File: src/rtl/imu_time_sync_interpolator_defines.svh
// ----------------------------------------------------------------------------
// imu_time_sync_interpolator_defines
// Assertion macros shared by the interpolator modules.
// ----------------------------------------------------------------------------
`ifndef IMU_TIME_SYNC_INTERPOLATOR_DEFINES_SVH
`define IMU_TIME_SYNC_INTERPOLATOR_DEFINES_SVH

// Consequent must hold in the same cycle as the antecedent.
`define ITS_ASSERT_SAME(lbl, clk, rst_n, ante, cons, msg) \
    lbl: assert property (@(posedge clk) disable iff (!rst_n) (ante) |-> (cons)) \
        else $error(msg);

// Consequent must hold in the cycle after the antecedent.
`define ITS_ASSERT_NEXT(lbl, clk, rst_n, ante, cons, msg) \
    lbl: assert property (@(posedge clk) disable iff (!rst_n) (ante) |=> (cons)) \
        else $error(msg);

`endif

File: src/rtl/its_pkg.sv
// ----------------------------------------------------------------------------
// its_pkg
// Shared constants and controller/datapath interface types.
// ----------------------------------------------------------------------------
package its_pkg;

    localparam int QUEUE_DEPTH = 64;
    localparam int WORDS       = 10;
    localparam int QUAT_BASE   = 6;
    localparam int QUAT_N      = 4;
    localparam int STAMP_W     = 48;
    localparam int DATA_W      = 32;
    localparam int GAP_W       = 24;
    localparam int SLOT_W      = $clog2(QUEUE_DEPTH);
    localparam int CNT_W       = $clog2(QUEUE_DEPTH + 1);
    localparam int WADDR_W     = $clog2(QUEUE_DEPTH * WORDS);
    localparam int K_W         = $clog2(WORDS);
    localparam int DIV_STEPS   = 33;
    localparam int SQRT_STEPS  = 33;
    localparam int STEP_W      = $clog2(DIV_STEPS);

    localparam logic [GAP_W-1:0] GAP_RESET = 24'd200000;
    localparam logic             REG_MAX_GAP = 1'b0;

    typedef logic [1:0] status_t;
    localparam status_t STAT_OK    = 2'd0;
    localparam status_t STAT_FEW   = 2'd1;
    localparam status_t STAT_EARLY = 2'd2;
    localparam status_t STAT_GAP   = 2'd3;

    typedef logic [WORDS-1:0][DATA_W-1:0] words_t;

    typedef struct packed {
        logic           load_in;
        logic           push_wr;
        logic           push_commit;
        logic           drop;
        logic           stamp_rd_front;
        logic           stamp_rd_back;
        logic           lat_front_stamp;
        logic           cmp_latch;
        logic           set_status;
        status_t        status_code;
        logic           word_rd_front;
        logic           word_rd_back;
        logic           lat_fv;
        logic           lat_bv;
        logic           mul;
        logic           div_init_interp;
        logic           div_init_norm;
        logic           div_step;
        logic           store_v;
        logic           sq;
        logic           acc;
        logic           sqrt_init;
        logic           sqrt_step;
        logic           store_q;
        logic           out_load;
        logic [K_W-1:0] k;
    } cmd_t;

    typedef struct packed {
        logic count_lt2;
        logic fgt;
        logic blt;
        logic gapfail;
        logic d_zero;
        logic r_zero;
        logic out_free;
    } sts_t;

endpackage

File: src/rtl/its_ctrl.sv
// ----------------------------------------------------------------------------
// its_ctrl
// Sequencer for pushes, queue trimming, interpolation and normalization.
// ----------------------------------------------------------------------------
`include "imu_time_sync_interpolator_defines.svh"

module its_ctrl (
    input  logic          clk,
    input  logic          rst_n,
    input  logic          in_valid,
    output logic          in_ready,
    input  logic          req_type,
    input  its_pkg::sts_t sts,
    output its_pkg::cmd_t cmd
);

    typedef enum logic [19:0] {
        ST_IDLE   = 20'h00001,
        ST_PUSH   = 20'h00002,
        ST_CHK    = 20'h00004,
        ST_RDF    = 20'h00008,
        ST_CMP    = 20'h00010,
        ST_WRF    = 20'h00020,
        ST_WRB    = 20'h00040,
        ST_WLAT   = 20'h00080,
        ST_MUL    = 20'h00100,
        ST_SUM    = 20'h00200,
        ST_DIV    = 20'h00400,
        ST_WSTORE = 20'h00800,
        ST_SQ     = 20'h01000,
        ST_ACC    = 20'h02000,
        ST_SQI    = 20'h04000,
        ST_SQRT   = 20'h08000,
        ST_NPREP  = 20'h10000,
        ST_NDIV   = 20'h20000,
        ST_NSTORE = 20'h40000,
        ST_DONE   = 20'h80000
    } state_t;

    localparam logic [its_pkg::K_W-1:0]    K_LAST_W  = its_pkg::K_W'(its_pkg::WORDS - 1);
    localparam logic [its_pkg::K_W-1:0]    K_LAST_Q  = its_pkg::K_W'(its_pkg::QUAT_N - 1);
    localparam logic [its_pkg::STEP_W-1:0] DIV_LAST  = its_pkg::STEP_W'(its_pkg::DIV_STEPS - 1);
    localparam logic [its_pkg::STEP_W-1:0] SQRT_LAST = its_pkg::STEP_W'(its_pkg::SQRT_STEPS - 1);

    state_t                    state_reg, state_next;
    logic [its_pkg::K_W-1:0]    k_reg, k_next;
    logic [its_pkg::STEP_W-1:0] step_reg, step_next;

    assign in_ready = (state_reg == ST_IDLE);

    always_comb
    begin
        state_next = state_reg;
        k_next     = k_reg;
        step_next  = step_reg;
        cmd        = '0;
        cmd.k      = k_reg;
        case (state_reg)
            ST_IDLE:
            begin
                k_next = '0;
                if (in_valid)
                begin
                    cmd.load_in = 1'b1;
                    state_next  = req_type ? ST_CHK : ST_PUSH;
                end
            end
            ST_PUSH:
            begin
                cmd.push_wr = 1'b1;
                if (k_reg == K_LAST_W)
                begin
                    cmd.push_commit = 1'b1;
                    state_next      = ST_IDLE;
                end
                else
                begin
                    k_next = k_reg + 1'b1;
                end
            end
            ST_CHK:
            begin
                if (sts.count_lt2)
                begin
                    cmd.set_status  = 1'b1;
                    cmd.status_code = its_pkg::STAT_FEW;
                    state_next      = ST_DONE;
                end
                else
                begin
                    cmd.stamp_rd_front = 1'b1;
                    state_next         = ST_RDF;
                end
            end
            ST_RDF:
            begin
                cmd.lat_front_stamp = 1'b1;
                cmd.stamp_rd_back   = 1'b1;
                state_next          = ST_CMP;
            end
            ST_CMP:
            begin
                cmd.set_status = 1'b1;
                if (sts.fgt)
                begin
                    cmd.status_code = its_pkg::STAT_EARLY;
                    state_next      = ST_DONE;
                end
                else if (sts.blt)
                begin
                    // Stale front sample: drop it and look at the next pair.
                    cmd.set_status = 1'b0;
                    cmd.drop       = 1'b1;
                    state_next     = ST_CHK;
                end
                else if (sts.gapfail)
                begin
                    cmd.drop        = 1'b1;
                    cmd.status_code = its_pkg::STAT_GAP;
                    state_next      = ST_DONE;
                end
                else
                begin
                    cmd.status_code = its_pkg::STAT_OK;
                    cmd.cmp_latch   = 1'b1;
                    k_next          = '0;
                    state_next      = ST_WRF;
                end
            end
            ST_WRF:
            begin
                cmd.word_rd_front = 1'b1;
                state_next        = ST_WRB;
            end
            ST_WRB:
            begin
                cmd.word_rd_back = 1'b1;
                cmd.lat_fv       = 1'b1;
                state_next       = ST_WLAT;
            end
            ST_WLAT:
            begin
                cmd.lat_bv = 1'b1;
                state_next = sts.d_zero ? ST_WSTORE : ST_MUL;
            end
            ST_MUL:
            begin
                cmd.mul    = 1'b1;
                state_next = ST_SUM;
            end
            ST_SUM:
            begin
                cmd.div_init_interp = 1'b1;
                step_next           = '0;
                state_next          = ST_DIV;
            end
            ST_DIV:
            begin
                cmd.div_step = 1'b1;
                step_next    = step_reg + 1'b1;
                if (step_reg == DIV_LAST)
                begin
                    state_next = ST_WSTORE;
                end
            end
            ST_WSTORE:
            begin
                cmd.store_v = 1'b1;
                if (k_reg == K_LAST_W)
                begin
                    k_next     = '0;
                    state_next = ST_SQ;
                end
                else
                begin
                    k_next     = k_reg + 1'b1;
                    state_next = ST_WRF;
                end
            end
            ST_SQ:
            begin
                cmd.sq     = 1'b1;
                state_next = ST_ACC;
            end
            ST_ACC:
            begin
                cmd.acc = 1'b1;
                if (k_reg == K_LAST_Q)
                begin
                    k_next     = '0;
                    state_next = ST_SQI;
                end
                else
                begin
                    k_next     = k_reg + 1'b1;
                    state_next = ST_SQ;
                end
            end
            ST_SQI:
            begin
                cmd.sqrt_init = 1'b1;
                step_next     = '0;
                state_next    = ST_SQRT;
            end
            ST_SQRT:
            begin
                cmd.sqrt_step = 1'b1;
                step_next     = step_reg + 1'b1;
                if (step_reg == SQRT_LAST)
                begin
                    k_next     = '0;
                    state_next = ST_NPREP;
                end
            end
            ST_NPREP:
            begin
                if (sts.r_zero)
                begin
                    state_next = ST_NSTORE;
                end
                else
                begin
                    cmd.div_init_norm = 1'b1;
                    step_next         = '0;
                    state_next        = ST_NDIV;
                end
            end
            ST_NDIV:
            begin
                cmd.div_step = 1'b1;
                step_next    = step_reg + 1'b1;
                if (step_reg == DIV_LAST)
                begin
                    state_next = ST_NSTORE;
                end
            end
            ST_NSTORE:
            begin
                cmd.store_q = 1'b1;
                if (k_reg == K_LAST_Q)
                begin
                    state_next = ST_DONE;
                end
                else
                begin
                    k_next     = k_reg + 1'b1;
                    state_next = ST_NPREP;
                end
            end
            ST_DONE:
            begin
                if (sts.out_free)
                begin
                    cmd.out_load = 1'b1;
                    state_next   = ST_IDLE;
                end
            end
            default:
            begin
                state_next = ST_IDLE;
            end
        endcase
    end

    always_ff @(posedge clk or negedge rst_n)
    begin
        if (!rst_n)
        begin
            state_reg <= ST_IDLE;
            k_reg     <= '0;
            step_reg  <= '0;
        end
        else
        begin
            state_reg <= state_next;
            k_reg     <= k_next;
            step_reg  <= step_next;
        end
    end

    `ITS_ASSERT_NEXT(a_sync_starts_check, clk, rst_n,
        (state_reg == ST_IDLE) && in_valid && req_type, state_reg == ST_CHK,
        "accepted sync request did not start the queue check")

endmodule

File: config.mk
export PLATFORM = sky130hd
export DESIGN_NAME = its_ctrl
export DESIGN_NICKNAME = d
export VERILOG_FILES = /design/src/rtl/its_pkg.sv /design/src/rtl/its_ctrl.sv
export VERILOG_INCLUDE_DIRS = /design/src /design/src/rtl
export SDC_FILE = /design/constraint.sdc
export NUM_CORES = 1
export LEC_CHECK = 0
export ABC_AREA = 1
export BUFFER_PORTS_ARGS = -buffer_cell sky130_fd_sc_hd__buf_2
export CAP_MARGIN = 20
export CORE_MARGIN = 5
export CORE_UTILIZATION = 25
export DETAILED_ROUTE_END_ITERATION = 8
export GPL_TIMING_DRIVEN = 0
export HOLD_SLACK_MARGIN = 0.06
export MAX_ROUTING_LAYER = met4
export SYNTH_ARGS = -nofsm -noshare
export SYNTH_HDL_FRONTEND = slang
export SYNTH_SLANG_ARGS = --single-unit
File: constraint.sdc
create_clock -name clk -period 3.51 [get_ports clk]
set_input_delay 0.1755 -clock clk [delete_from_list [all_inputs] [get_ports clk]]
set_output_delay 0.1755 -clock clk [all_outputs]
set_load 0.02 [all_outputs]
Yosys cells after proc, flatten, opt, wreduce, memory -nomap -nowiden
Index checks and enable logic that the tools add are counted.
- register bits after elaboration: 30
- bits of input ports: 11
- output and inout port bits: 31
- add/subtract/negate cells: 2
- eq/ne operators: 35
- mux-type cells: 65
- reduce and logical (&&, ||, !) cells: 8
- operators by type and width (kind ; count):
    20-bit case mux with 20 select lines ; 1
    20-bit two-way mux ; 11
    4-bit two-way mux ; 8
    1-bit two-way mux ; 28
    4-bit case mux with 7 select lines ; 1
    2-bit != test (second input constant) ; 12
    20-bit by 1-bit == test with 1-bit output (second input constant) ; 1
    20-bit by 10-bit == test with 1-bit output (second input constant) ; 1
    20-bit by 11-bit == test with 1-bit output (second input constant) ; 1
    20-bit by 12-bit == test with 1-bit output (second input constant) ; 1
    20-bit by 13-bit == test with 1-bit output (second input constant) ; 1
    20-bit by 14-bit == test with 1-bit output (second input constant) ; 1
    20-bit by 15-bit == test with 1-bit output (second input constant) ; 1
    20-bit by 16-bit == test with 1-bit output (second input constant) ; 1
    20-bit by 17-bit == test with 1-bit output (second input constant) ; 1
    20-bit by 18-bit == test with 1-bit output (second input constant) ; 1
    20-bit by 19-bit == test with 1-bit output (second input constant) ; 1
    20-bit by 2-bit == test with 1-bit output (second input constant) ; 1
    20-bit == test (second input constant) ; 1
    20-bit by 3-bit == test with 1-bit output (second input constant) ; 1
    20-bit by 4-bit == test with 1-bit output (second input constant) ; 1
    20-bit by 5-bit == test with 1-bit output (second input constant) ; 1
    20-bit by 6-bit == test with 1-bit output (second input constant) ; 1
    20-bit by 7-bit == test with 1-bit output (second input constant) ; 1
    23 further kinds ; 31

Longest topological paths before layout
Gate-level depths: netlist of the first run.
- depth after elaboration: 4
- depth in mapped cells: 12
- gate-level depth less buffers: 12

Worst setup path after synthesis of the first run
Ideal clock, no wire load.
- path kind: reg-to-output
- start: reg state_reg[11]
- end: out cmd[17] in the netlist's numbering
- data arrival time: 1.875 ns
- required time: 3.334 ns
- path slack: 1.460 ns
- cell stages (with the launch flop): 7
- path buffers: 1
- cell sequence: dfrtp_1 -> nor2_1 -> nand2_4 -> nor2_4 -> nand2_2 -> nor4_1 -> buf_4
- RTL lines (item ; RTL line ; RTL):
    from (decl) ; its_ctrl.sv:45 ; state_t state_reg, state_next;
    from (signal assigned) ; its_ctrl.sv:275 ; state_reg <= state_next;
    to (decl) ; its_ctrl.sv:14 ; output its_pkg::cmd_t cmd

==> results of run 1 <==
## timing repair
action | CTS | global route
endpoints found under the hold margin | 30 | 0
hold buffers | 2 | 0
buffers inserted | 0 | 0
## cell type report
type | count | area [um2]
timing repair buffer | 43 | 225.2
tap | 111 | 138.9
inverter | 63 | 236.5
multi-input combinational | 214 | 1284
clock inverter | 1 | 5.005
buffer | 4 | 42.54
sequential | 30 | 752.0
fill | 990 | 6382
clock buffer | 7 | 86.33
## through the flow
step           power [W]  util, %  setup WS [ps]  cell area, um2  hold slack (ps)
3_3_place_gp    0.001198    29.05           1687            2659            280.1
2_1_floorplan   0.001034        -           1460            2315           -120.1
5_1_grt         0.001628    30.27           1163            2770            80.00
3_5_place_dp    0.001209    29.05           1680            2659            289.8
6_report        0.001502    30.27           1409            2770            79.04
4_1_cts         0.001518    30.27           1375            2770            77.57
## cell usage in the layout, fill, tap and decap left out, types with 2 or more instances in the layout
master / n
nor3_1: 10
nand2_2: 9
nand3_1: 21
o21ai_0: 8
o21ai_2: 3
nor2_8: 2
xor2_1: 2
nand2_4: 7
inv_1: 58
ha_1: 4
nand3b_4: 2
inv_2: 5
nor2_2: 10
nand2_1: 51
clkbuf_8: 6
a21oi_1: 6
nand3_2: 3
dfrtp_1: 29
dlygate4sd3_1: 2
o21ai_1: 4
nor2_4: 6
o31ai_1: 2
nor4_1: 7
buf_4: 3
nand3_4: 4
nor2_1: 39
buf_2: 41
nand4_1: 5
## power groups by stage
stage	clock network, W	registers, W	logic (W)
floorplan	0	0.000466	0.000567
global placement	0	0.000446	0.000752
detailed placement	0	0.000450	0.000759
CTS	0.000309	0.000444	0.000765
global route	0.000324	0.000455	0.000850
finish	0.000299	0.000444	0.000759
## path summary, 6_finish.rpt
| check | slack (ps) | startpoint | depth (start not counted) | end |
|---|---|---|---|---|
| worst max register to register | 1640 | state_reg[0]$_DFFE_PN1P_ | 12 | state_reg[16]$_DFFE_PN0P_ |
| max in group asynchronous | 2520 | rst_n | 2 | state_reg[16]$_DFFE_PN0P_ |
| worst min-delay path | 80 | sts[6] | 2 | state_reg[3]$_DFFE_PN0P_ |
| worst max-delay path | 1410 | state_reg[9]$_DFFE_PN0P_ | 8 | cmd[26] |
| min in group asynchronous | 510 | rst_n | 2 | state_reg[7]$_DFFE_PN0P_ |
| worst min register to register | 550 | state_reg[7]$_DFFE_PN0P_ | 1 | state_reg[7]$_DFFE_PN0P_ |
## per-layer routing
metal / GRT usage (%) / wire length [um] / up-vias / share of wire (%)
met4: 2.498 / 61 / 0 / 1.0
met2: 18.51 / 2814 / 33 / 48
met5: - / 0 / - / 0
met3: 1.943 / 168 / 5 / 2.9
li1: - / - / 1081 / -
met1: 14.42 / 2814 / 980 / 48
## cells by family (layout without fill, tap and decap cells)
group           count (synthesis)  count (layout)  synth area share, %
compound gates                 26              26                6.703
xor+xnor                        3               3                1.135
simple gates                  181             181                45.46
buf+inv                        67             118                12.05
fa+ha+maj                       4               4                2.162
flops                          30              30                32.49
==> flow_metrics.tcl, run 1 <==
set metrics [dict create \
    syn_inst 311 \
    swShare_pct 46.28 \
    drtPass1Iterations 4 \
    synth_most_common_cell "inv_1" \
    cts.repair.resized 0 \
    io_buffers 41 \
    synth_edf_count 0 \
    insertion_delay_ps 280 \
    num_antenna_cells 0 \
    grt_first_pass_wirelength_um 9977 \
    rsz0062_at_grt "no" \
    syn_area_um2 2315 \
    path_class "reg2out" \
    routed_wl_um 5858 \
    die_area_um2 11280 \
    async_reset_ff_share_pct 100.0 \
    p_leak_nw 1.600 \
    cp_max_fo 5 \
    synth-seq-cells 30 \
    avgSynthCellArea_um2 7.443 \
    cts_tree "yes" \
    maxCapViolCount 0 \
    h-tree-depth 2 \
    grt_pass1_vias 2083 \
    status "completed" \
    syn_to_final_growth_pct 19.68 \
    p_seq_share_pct 29.6 \
    vias 2099 \
    place_congestion 0.8417 \
    grtUsageTotal_pct 11.21 \
    cts_buffer_depth 2 \
    grt_max_degree 31 \
    yosys_warnings 0 \
    cpMaxStageDelayCell "dfrtp_1" \
    p_comb_share_pct 50.5 \
    viasPerCell 4.438 \
    synthesis.nets 326 \
    drt-wirelength-per-cell_um 12.38 \
    crit_required_ps 3330 \
    path_buf_inv 1 \
    grt-ovfl-total 0 \
    dp_hpwl_um 4693 \
    setup_viol 0 \
    antenna_left 0 \
    synthTopCellsByArea "dfrtp_1 31%, inv_1 9.4%, nand2_1 8.3%, nor2_1 6.3%, nand3_1 4.5%" \
    drt_iter0_markers 79 \
    yosysTopAreaCell "dfrtp_1" \
    yosys-top-cells-count "58 x inv_1, 51 x nand2_1, 39 x nor2_1" \
    intPower_w 0.0008067 \
    ios 42 \
    path_cells "nor2_4 > nand2_4 > nor2_4 > nand2_2 > nor2_1 > nand2_1 > nor2_1 > buf_2" \
    largest_register_ffs 20 \
    drive_gt1_share_pct 29.83 \
    cp-end-kind "output pin" \
    clkPwrFrac_pct 19.9 \
    dieWidth_um 106.2 \
    finClkSkew_ps 3.726 \
    stdcell_count 473 \
    tightestPinTransition_ps 751.4 \
    grt_antenna_before_repair 0 \
    slew_violations 0 \
    slew_headroom_pct 49.91 \
    std_cell_rows 35 \
    placedCellCount 463 \
    hold_viol 0 \
    fmax_mhz 476.0 \
    cts-buffers-inserted 5 \
    hold_path.class "in2reg" \
    peakVddDrop_mv 0.4102 \
    fin_crit_ps 2101 \
    start_util_pct 25.29 \
    clkSinkCount 30 \
    cpPeakStageDelay_ps 440 \
    yosysTopAreaCellShare_pct 31.35 \
    cp_top_family "simple AND/OR/NAND/NOR gates" \
    clockRootBuffer "clkbuf_8" \
    drc 0 \
    setup-tns-final_ps 0 \
    final_nets 376 \
    worstPathArrival_ps 1930 \
    clkTransAtPathRegs_ps 70 \
    switchingPower_w 0.0006949 \
    finalCritPeriodShare_pct 59.85 \
    start_kind "flop" \
    synth-seq-area-share_pct 32.49 \
    yosysUniqueCellTypes 36 \
    die_h_um 106.2 \
    coreArea_um2 9153 \
    synth_ff_type "dfrtp_1" \
    power_density_nw_per_um2 542.1 \
]
Note: power is estimated with default switching activity, not from simulation.
==> inputs of run 2 (changes only) <==
==> constraint.sdc (replaced) <==
create_clock -name clk -period 1.8 [get_ports clk]
set_input_delay 0.09 -clock clk [delete_from_list [all_inputs] [get_ports clk]]
set_output_delay 0.09 -clock clk [all_outputs]
set_load 0.02 [all_outputs]
==> run 2 against run 1 <==
- the flow now finishes with violations (negative setup slack)
- total power rose by 150%
- setup slack lost 1500 ps
- non-clock buffer count rose by 38
- sequential cell count unchanged
- combinational power grew to 3.0 times the previous value
==> flow_metrics.tcl, run 2 (synthesis gave the netlist of run 1 again) <==
set metrics [dict create \
    status "finished with violations" \
    violations "negative setup slack" \
    insertion_delay_ps 280 \
    grtUsageTotal_pct 11.93 \
    finalPower_w 0.003707 \
    p_leak_nw 1.882 \
    hold_path.class "in2reg" \
    slew_violations 0 \
    path_class "reg2out" \
    place_congestion 0.8013 \
    drtPass1Iterations 4 \
    std_cell_rows 35 \
    cts-buffers-inserted 5 \
    slew_headroom_pct 52.37 \
    clockRootBuffer "clkbuf_8" \
    largest_register_ffs 20 \
    peakVddDrop_mv 0.7992 \
    fmax_mhz 539.5 \
    h-tree-depth 2 \
    antenna_left 0 \
    worstPathArrival_ps 1760 \
    hold_viol 0 \
    drt_iter0_markers 140 \
    fin_crit_ps 1854 \
    cp_common_cell "nor2_4" \
    grt_max_degree 31 \
    setup_viol 6 \
    final_common_cell "inv_1" \
    rsz0062_at_grt "yes" \
    coreArea_um2 9153 \
    syn_to_final_growth_pct 54.00 \
    dieWidth_um 106.2 \
    drive_gt1_share_pct 50.00 \
    setup_ws_ps -53.71 \
    vias 2304 \
    cpPeakStageDelay_ps 430 \
    clkTransAtPathRegs_ps 70 \
    finClkSkew_ps 8.708 \
    die_h_um 106.2 \
    power_density_nw_per_um2 1040 \
    start_util_pct 25.29 \
    cpMaxStageDelayCell "dfrtp_1" \
    viasPerCell 4.509 \
    io_buffers 41 \
    layout_common_cells "53 x inv_1, 41 x buf_4, 33 x nand2_1, 25 x nand2_4, 25 x dfrtp_1" \
    cts_buffer_depth 2 \
    reg2reg_from "state_reg[16]$_DFFE_PN0P_" \
    final.fill_count 882 \
    crit_required_ps 1710 \
    grt-ovfl-total 0 \
    worstSetupStartpoint "state_reg[15]$_DFFE_PN0P_" \
    final_nets 414 \
    min_from "in_valid" \
    die_area_um2 11280 \
    grt_first_pass_wirelength_um 10730 \
    ios 42 \
    dp_hpwl_um 4570 \
    drc 0 \
    drt-wirelength-per-cell_um 12.76 \
    tightestPinTransition_ps 714.5 \
    cp-end-kind "output pin" \
    clkSinkCount 30 \
    start_kind "flop" \
    cts_tree "yes" \
    routed_wl_um 6520 \
    grt_antenna_before_repair 0 \
    maxCapViolCount 0 \
    grt_pass1_vias 2337 \
    path_cells "nor2_4 > nand2_4 > nor2_4 > nand4_1 > nand2_1 > buf_6" \
    setup-tns-final_ps -199.9 \
    finalCritPeriodShare_pct 103.0 \
    cp_max_fo 5 \
    fin_util_pct 38.95 \
    num_antenna_cells 0 \
]
==> run 2: repair_timing <==
item | 4_1_cts | 5_1_grt
gates resized for setup | 55 | 88
hold buffers | 4 | 0
setup endpoints to repair | 30 | 43
setup buffers | 25 | 11
endpoints found under the hold margin | 32 | 0
pin swaps | 22 | 42
==> run 2: report_power, final <==
part | internal (W) | switching, W | total, W
clock | 0.000308 | 0.000267 | 0.000576
combinational | 0.000942 | 0.00131 | 0.00225
sequential | 0.000771 | 0.000108 | 0.000879
==> run 2: layout make-up <==
type	instances	area, um2	share of cell area, %
Buffer	4	46.29	1.299
Clock inverter	1	5.005	0.1404
Sequential cell	30	757.0	21.24
Tap cell	111	138.9	3.896
Clock buffer	7	86.33	2.422
Inverter	63	249.0	6.985
Timing Repair Buffer	81	635.6	17.83
Multi-Input combinational cell	214	1647	46.19
==> run 2: through the flow <==
| step | area [um2] | cells | worst slack (ps) | hold WS (ps) |
|---|---|---|---|---|
| after floorplan | 2321 | 311 | 26.83 | -205.6 |
| after global placement | 2665 | 463 | -18.08 | 197.5 |
| after detailed placement | 2665 | 463 | -45.23 | 201.9 |
| after CTS | 3158 | 500 | -43.68 | 78.17 |
| after global routing | 3565 | 511 | -132.5 | 118.6 |
| final | 3565 | 511 | -53.71 | 92.62 |
==> run 2: worst paths after layout <==
check,to,depth (start not counted),slack (ps)
worst max-delay path,cmd[21],6,-50
worst min-delay path,state_reg[1]$_DFFE_PN0P_,3,90
worst max register to register,state_reg[2]$_DFFE_PN0P_,11,0
worst min register to register,step_reg[5]$_DFFE_PN0P_,2,570
max in group asynchronous,state_reg[6]$_DFFE_PN0P_,2,900
min in group asynchronous,state_reg[7]$_DFFE_PN0P_,2,400
==> run 2: per-layer routing <==
metal  up-vias  share of wire [%]  GRT usage, %
li1       1159                  -             -
met1      1095                 43         14.35
met2        44                 53         20.81
met3         6                3.2         1.943
met4         0               0.97         2.960
met5         -                  0             -
==> run 2: critical path: cells and delay by family (launching register included) <==
family	cells	cell delay (ps)
flip-flops	1	430
AND/OR/NAND/NOR	5	910
buffers and inverters	1	130
==> inputs of run 3 (changes only) <==
--- a/config.mk
+++ b/config.mk
@@ -9,6 +9,7 @@
 export ABC_AREA = 1
 export BUFFER_PORTS_ARGS = -buffer_cell sky130_fd_sc_hd__buf_2
 export CAP_MARGIN = 20
+export CORE_ASPECT_RATIO = 0.6
 export CORE_MARGIN = 5
 export CORE_UTILIZATION = 25
 export DETAILED_ROUTE_END_ITERATION = 8
@@ -18,3 +19,4 @@
 export SYNTH_ARGS = -nofsm -noshare
 export SYNTH_HDL_FRONTEND = slang
 export SYNTH_SLANG_ARGS = --single-unit
+export TNS_END_PERCENT = 30
==> run 3 against run 2 <==
- the flow still finishes with violations (negative setup slack)
- clock skew is 6.7 ps lower
- highest routed layer unchanged
- core utilization is 0.50 points higher
- cell area is 0.56% higher
- setup slack worse by 14 ps
- die area is 0.56% higher
- cell count is 1.6% higher
- total power is 9.0% higher
- largest cell class unchanged
- sequential share of layout area is 0.12 points lower
==> flow_metrics.tcl, run 3 (synthesis gave the netlist of run 1 again) <==
set metrics [dict create \
    status "finished with violations" \
    violations "negative setup slack" \
    wl_met2_um 3062 \
    min_from "in_valid" \
    worstPathArrival_ps 1780 \
    hold_path.class "in2reg" \
    multi_input_area_um2 1588 \
    die_area_um2 11350 \
    start_util_pct 25.47 \
    p_seq_share_pct 21.9 \
    viasPerCell 4.437 \
    setup_viol 15 \
    syn_to_final_growth_pct 54.86 \
    die_h_um 84.54 \
    path_cells "nor2_2 > nand2_4 > buf_6 > nor2_4 > nand2_4 > inv_4 > nand2_4 > o31ai_4 > buf_6" \
    tightestPinTransition_ps 724.8 \
    clkSinkCount 30 \
    cts_buffer_depth 2 \
    largest_register_ffs 20 \
    ff2ff_path_depth 12 \
    clockRootBuffer "clkbuf_16" \
    grt_first_pass_wirelength_um 11240 \
    intPower_w 0.002320 \
    fin_crit_ps 1867 \
    pre_cts_slack_ps -90.32 \
    reg2reg_slack_ps -40 \
    antenna_left 0 \
    setup_ws_ps -67.32 \
    dp_hpwl_um 5056 \
    vias 2303 \
    p_leak_nw 1.892 \
    io_buffers 41 \
    dieWidth_um 134.2 \
    cp_top_family "simple AND/OR/NAND/NOR gates" \
    ios 42 \
    switchingPower_w 0.001720 \
    place_congestion 0.8378 \
    fmax_mhz 535.5 \
    insertion_delay_ps 280 \
    finalCritPeriodShare_pct 103.7 \
    path_buf_inv 3 \
    cts_tree "yes" \
    cpPeakStageDelay_ps 380 \
    final_nets 417 \
    drtPass1Iterations 4 \
    slew_headroom_pct 51.68 \
    power_density_nw_per_um2 1127 \
    r2r-end "k_reg[1]$_DFFE_PN0P_" \
    start_kind "flop" \
    seq_area_um2 757.0 \
    cp-end-kind "output pin" \
    top_layer "met4" \
    m1WireLength_um 3808 \
    grt_antenna_before_repair 0 \
    std_cell_rows 27 \
    rsz0062_at_grt "yes" \
    cpMaxStageDelayCell "dfrtp_1" \
    maxCapViolCount 0 \
    hold_viol 0 \
    clkTransAtPathRegs_ps 50 \
    grt_pass1_vias 2238 \
    drt_iter0_markers 107 \
    p_comb_share_pct 55.2 \
    cp_common_cell "nand2_4" \
    drive_gt1_share_pct 51.12 \
    hold_end "state_reg[1]$_DFFE_PN0P_" \
    swShare_pct 42.58 \
    final_common_cell "buf_4" \
    worstHoldPathCells 3 \
    num_antenna_cells 0 \
    h-tree-depth 2 \
    final.fill_count 900 \
    drc 0 \
    coreArea_um2 9087 \
    finClkSkew_ps 1.987 \
    slew_violations 0 \
    clkPwrFrac_pct 22.9 \
    reg2reg_from "state_reg[2]$_DFFE_PN0P_" \
    path_class "reg2out" \
    peakVddDrop_mv 0.7071 \
    grtUsageTotal_pct 12.97 \
    drt-wirelength-per-cell_um 13.81 \
    cp_max_fo 4 \
    grt_max_degree 31 \
    cts-buffers-inserted 5 \
    grt-ovfl-total 0 \
    setup-tns-final_ps -450.3 \
    crit_required_ps 1710 \
    routed_wl_um 7169 \
    wl_met3_um 244 \
    layout_common_cells "52 x buf_4, 51 x inv_1, 33 x nand2_1, 25 x dfrtp_1, 23 x nor2_1" \
]
[run 3: changes by cell type in the layout (fill, tap and decap cells not counted), moves of 2 or more]
cell,delta
nand2_4,-9
nand3_2,-2
clkbuf_16,+5
clkbuf_8,-3
buf_4,+11
inv_2,+3
buf_6,-10
nor2_1,+2
nand2_2,+9
o21ai_0,-2
o21ai_2,+3
inv_1,-2
nor2_2,+3
nor2_4,-5
[run 3: area by class of cell]
type                            count  share of cell area [%]
Timing Repair Buffer               84                   17.91
Tap cell                          116                   4.049
Sequential cell                    30                   21.12
Clock buffer                        8                   4.642
Buffer                              4                   1.187
Inverter                           63                   6.806
Multi-Input combinational cell    214                   44.29
[run 3: worst max-delay path by stage]
stage | startpoint | endpoint | slack [ps] | cells past startpoint
final | state_reg[2]$_DFFE_PN0P_ | cmd[19] | -70 | 9
after global routing | state_reg[2]$_DFFE_PN0P_ | cmd[22] | -150 | 9
after CTS | state_reg[15]$_DFFE_PN0P_ | cmd[19] | -80 | 8
after detailed placement | state_reg[0]$_DFFE_PN1P_ | k_reg[2]$_DFFE_PN0P_ | -90 | 11
after global placement | state_reg[0]$_DFFE_PN1P_ | k_reg[1]$_DFFE_PN0P_ | -70 | 11
after floorplan | state_reg[7]$_DFFE_PN0P_ | cmd[14] | 30 | 6
[run 3: timing repair]
item / CTS / global route
setup buffers: 23 / 15
pin swaps: 20 / 25
gates resized for setup: 57 / 64
gates cloned: 1 / 0
endpoints found under the hold margin: 32 / 0
setup endpoints to repair: 34 / 44
hold buffers: 4 / 0
[run 3: tightest hold or removal path: stages]
cell and delay (ps):
buf_2 120, inv_1 70, o31ai_1 70
[run 3: per-layer routing]
layer	global-route usage (%)	vias to the layer above
met2	18.28	46
li1	-	1170
met3	2.635	7
met1	19.03	1080
met5	-	-
met4	2.773	0
[run 3: power groups by stage]
| stage | logic (W) | clock network, W | registers [W] |
|---|---|---|---|
| 3_5_place_dp | 0.00149 | 0 | 0.000878 |
| 4_1_cts | 0.00193 | 0.000944 | 0.000875 |
| 2_1_floorplan | 0.00111 | 0 | 0.000909 |
| 3_3_place_gp | 0.00148 | 0 | 0.000875 |
| 6_report | 0.00223 | 0.000925 | 0.000885 |
| 5_1_grt | 0.00240 | 0.000975 | 0.000896 |
[run 3: per-stage QoR]
step                area (um2)  total power [W]  cells  hold WS [ps]  utilization [%]
floorplan                 2321         0.002018    311        -205.6                -
global placement          2671         0.002358    468         191.2            29.40
detailed placement        2671         0.002371    468         198.1            29.40
CTS                       3292         0.003753    504         120.2            36.22
global route              3585         0.004270    519         146.1            39.45
finish                    3585         0.004040    519         127.0            39.45
